**config.mk**
```make
export PLATFORM = sky130hd
export DESIGN_NAME = cps_ram
export DESIGN_NICKNAME = d
export VERILOG_FILES = /design/src/rtl/cps_ram.sv
export SDC_FILE = /design/constraint.sdc
export NUM_CORES = 2
export LEC_CHECK = 0
export BUFFER_PORTS_ARGS = -buffer_cell sky130_fd_sc_hd__buf_4
export CAP_MARGIN = 15
export CORE_ASPECT_RATIO = 1.4
export CORE_MARGIN = 2
export CORE_UTILIZATION = 35
export DETAILED_ROUTE_END_ITERATION = 8
export PLACE_DENSITY = 0.56
export SETUP_SLACK_MARGIN = 0.3
export SYNTH_ARGS = -nofsm -noshare
export SYNTH_HDL_FRONTEND = slang
export SYNTH_SLANG_ARGS = --single-unit
```
**constraint.sdc**
```tcl
create_clock -name clk -period 6.68 [get_ports clk]
set_clock_uncertainty 0.2 [all_clocks]
set_input_delay 1.002 -clock clk [delete_from_list [all_inputs] [get_ports clk]]
set_output_delay 1.002 -clock clk [all_outputs]
set_load 0.02 [all_outputs]
```
**src/rtl/cps_ram.sv**
```systemverilog
// Generic simple dual-port RAM with one write port and one registered read port.
// No dependencies.
module cps_ram #(
  parameter int WIDTH = 64,
  parameter int DEPTH = 32
) (
  input  logic                     clk,
  input  logic                     we,
  input  logic [$clog2(DEPTH)-1:0] waddr,
  input  logic [WIDTH-1:0]         wdata,
  input  logic [$clog2(DEPTH)-1:0] raddr,
  output logic [WIDTH-1:0]         rdata
);
  logic [WIDTH-1:0] mem [DEPTH];

  always_ff @(posedge clk) begin
    if (we) begin
      mem[waddr] <= wdata;
    end
    rdata <= mem[raddr];
  end
endmodule

```
## Word level (Yosys, flattened, before mapping)

Memories as Yosys holds them, arrays and structs flattened. A register that Yosys moved wholly into a read port is not among the register bits.
Cells that the tools add are included.

| storage, ports and cells | value |
|---|---|
| flip-flop bits (word level) | 0 |
| memory bits (writable) | 2048 |
| bits of input ports | 76 |
| output and inout bits | 64 |
| word-level logic and storage cells | 3 |
| memories kept | 1 |

Memories:

| memory | words | bits a word | rd ports | clocked after Yosys merged registers in | wr ports | line | RTL |
|---|---|---|---|---|---|---|---|
| mem | 32 | 64 | 1 | 1 | 1 | 14 | `logic [WIDTH-1:0] mem [DEPTH];` |

| cells by class | value |
|---|---|
| muxes and demuxes | 2 |

Operator list:

| cell | number |
|---|---|
| $mux W1 | 2 |

## Logic depth before layout (Yosys ltp)

| logic depth | value |
|---|---|
| word-level depth | 2 |
| mapped depth | 9 |
| depth with buffers taken out | 4 |

## Least setup slack after synthesis

No wires, ideal clock.

| path | value |
|---|---|
| kind | in2reg |
| start point | input waddr[1] |
| end point | memory mem[12][0], enable pin |
| setup time | 0.486 ns |
| arrival time | 4.338 ns |
| required time | 5.994 ns |
| slack | 1.656 ns |
| stages | 3 |
| path buffers | 1 |
| cell sequence | or3b_2 clkbuf_1 nor2_1 |

RTL lines:

| what | line | RTL |
|---|---|---|
| start, declared | 9 | `input logic [$clog2(DEPTH)-1:0] waddr,` |
| end, declared | 14 |  |

Straight into the memory's write port.

## Final worst setup path

| path | value |
|---|---|
| start point | input we |
| end point | memory mem[19][1], enable pin |

| on the way | value |
|---|---|
| longest elaborated chain between the ends | 2 |

RTL lines:

| what | line | RTL |
|---|---|---|
| start, declared | 8 | `input logic we,` |
| $mux W1 | 17 | `if (we) begin` |
| $mux W1 (not written as such) | 18 | `mem[waddr] <= wdata;` |

Every way passes these cells.

==> flow_summary.toml <==
[clock_network]
clk_root_buffer_cell = "clkbuf_16"
worstSkewPairLatency_ns = 0.85
path_clk_slew_ns = 0.07
cts_setup_buffers = 0
cts_max_path_buffers = 4
hold_buffers = 0
cts_tree = "built"
cts_sinks = 2112
ctsResizeCount = 0
cts_max_level = 4
cts_made_buffers = 204

[floorplan]
die_area_um2 = 229000
io_pins = 140
start_util_pct = 35.1
die_h_um = 566
rows = 206
fp.dieW_um = 405
core_area_um2 = 225000

[routing]
first_iter_violations = 3920
dr_wl_met2_mm = 99.5
via_per_inst = 5.33
highest_layer = "met5"
num_vias = 34954
wl_met3_mm = 11.6
drc = 0
m1WireLength_mm = 83.8
antenna_left = 0
avgRoutedWirePerCell_um = 30.3
dr.pass1.iters = 7
wl_mm = 198

[timing]
hold_violations = 0
whs_ns = 0.340
max_clock_freq_mhz = 296
tightestPinTransition_ns = 1.05
finalWorstSetupSlack_ns = 3.30
final.period_utilization_pct = 50.6
slew_violations = 0
rsz0062_at_grt = "false"
finalCriticalPeriod_ns = 3.38
finalSetupViolations = 0
relSlewSlack_pct = 30.2
setup_tns_ns = 0

[logic_synthesis]
synth_top_family_by_area = "multiplexers"
yosys-top-cells-count = "edfxtp_1, mux4_2, mux2_2"
synth_top_area_share_pct = 77.9
synth_fa_ha_area_share_pct = 0
ys_top_cells_by_area = "edfxtp_1, mux4_2, dfxtp_1"
yosys.area_share.simple_pct = 0.379
synth_edf_count = 2048
post_synth.cell_area_avg_um2 = 25.5
ys_types = 31
syn-num-nets = 3173
synthFlopType = "edfxtp_1"
async_reset_ff_share_pct = 0
ys_warn_count = 0
synth_compound_area_share_pct = 0.466
netlist_instances = 3097
yosys-mux-area-fraction_pct = 18.7
ys_ff_latch = 2112
yosys.area_share.xor_xnor_pct = 0
yosysMostFrequentCell = "edfxtp_1"
yosysSeqAreaShare_pct = 79.5
yosys.area.top_type = "edfxtp_1"
netlist_area_um2 = 79000

[critical_path]
cp_common_cell = "buf_4"
crit_arrival_ns = 3.59
required_ns = 6.89
cpLargestDelayFamily = "simple AND/OR/NAND/NOR gates"
crit_path_end_kind = "flip-flop"
cpPeakStageDelay_ns = 1.07
crit_buf_inv = 2
slowest_stage = "nor2_4"
path_cells = "buf_4 -> nand3_1 -> nor2_4 -> buf_4"
crit_type = "in -> reg"
cp_max_fo = 28
start_kind = "input port"

[placed_design]
globalplace.congestion = 0.712
port_buffers = 139
dp_hpwl_mm = 101
place_inst = 6185
dpl_worst_slack_ns = 2.48

[power_and_ir_drop]
power.leakage_nw = 28.0
max-vdd-ir-drop_uv = 229
totalPowerFinal_mw = 27.6
power_density_nw_per_um2 = 304

[final_layout]
final_layout_size_suffix_gt1_share_pct = 34.8
fin_nets = 3451
final_cell_count_no_fill = 6557
syn_to_final_growth_pct = 15.1

[job]
max_cap_viol_count = 0

[global_routing]
grt_pass1_vias = 36427
groute.usage.overall_pct = 17.1
grt_max_degree = 74
antenna_found_initial = 20
grt_pass1_wl_mm = 279
grt-ovfl-total = 0

[run_status]
outcome = "complete, no violations"

[min_path]
hold_class = "in -> reg"
-- worst paths after layout --
check              start  cells after the start  slack, ns    endpoint
min reg2reg   mem[5][13]                      3       0.58   rdata[13]
max reg2reg  mem[27][43]                      3       4.57   rdata[43]
max                   we                      4       3.30  mem[19][1]
min            wdata[11]                      1       0.34  mem[2][11]
-- routing by layer --
| layer | vias to the layer above | global-route usage, % |
|---|---|---|
| met2 | 1081 | 28.7 |
| li1 | 14043 | - |
| met4 | 18 | 3.63 |
| met3 | 255 | 2.72 |
| met1 | 19557 | 23.7 |
| met5 | - | 0 |
-- sequential cells by signal (all words and copies together), names as in the netlist --
name and cells:
mem 2048, rdata 64
-- logic make-up after synthesis --
group | Yosys count
AO/OA/AOI/OAI | 50
buffers and inverters | 157
AND/OR/NAND/NOR | 64
multiplexers | 714
flip-flops | 2112
-- stage by stage --
| step | utilization (%) | cell area, um2 |
|---|---|---|
| floorplan | - | 79000 |
| global placement | 37.5 | 84300 |
| detailed placement | 37.5 | 84400 |
| CTS | 40.5 | 90900 |
| global route | 40.5 | 90900 |
| finish | 40.5 | 90900 |
-- worst reg2reg max path: cells and delay by family (launching register included) --
kind	cells	cell delay (ns)
flip-flops	1	0.37
multiplexers	3	1.39
-- layout make-up --
type / count / area (um2)
fillers: 19598 / 134000
diodes: 3 / 7.51
clock inverters: 104 / 901
well taps: 3016 / 3770
repair buffers: 228 / 2130
flip-flops and latches: 2112 / 62800
multi-input cells: 828 / 15700
inverters: 1 / 3.75
clock buffers: 265 / 5650
-- report_power, final --
group,total [mW],leakage [nW],switching (mW),internal (mW)
clock network,11.4,3.22,4.89,6.52
registers,14.8,19.0,0.0873,14.7
logic,1.37,5.77,0.775,0.594
total,27.6,28.0,5.76,21.8
-- cells in the final DEF (no fill, tap or decap), types with 4 or more instances in the layout --
master,synthesis,layout
a221oi_1,12,12
buf_12,0,29
buf_4,14,193
bufinv_16,0,15
clkbuf_1,55,35
clkbuf_16,0,209
clkbuf_8,0,22
clkinv_1,0,42
clkinv_2,0,35
clkinvlp_4,0,5
dfxtp_1,64,64
edfxtp_1,2048,2048
inv_6,0,4
mux2_2,74,74
mux2i_1,38,38
mux4_2,602,602
nand3b_1,5,5
nor2_1,41,9
nor2_4,0,32
nor2b_1,4,4
o21ai_0,9,9
o22ai_1,10,10
Note: power is estimated with default switching activity, not from simulation.
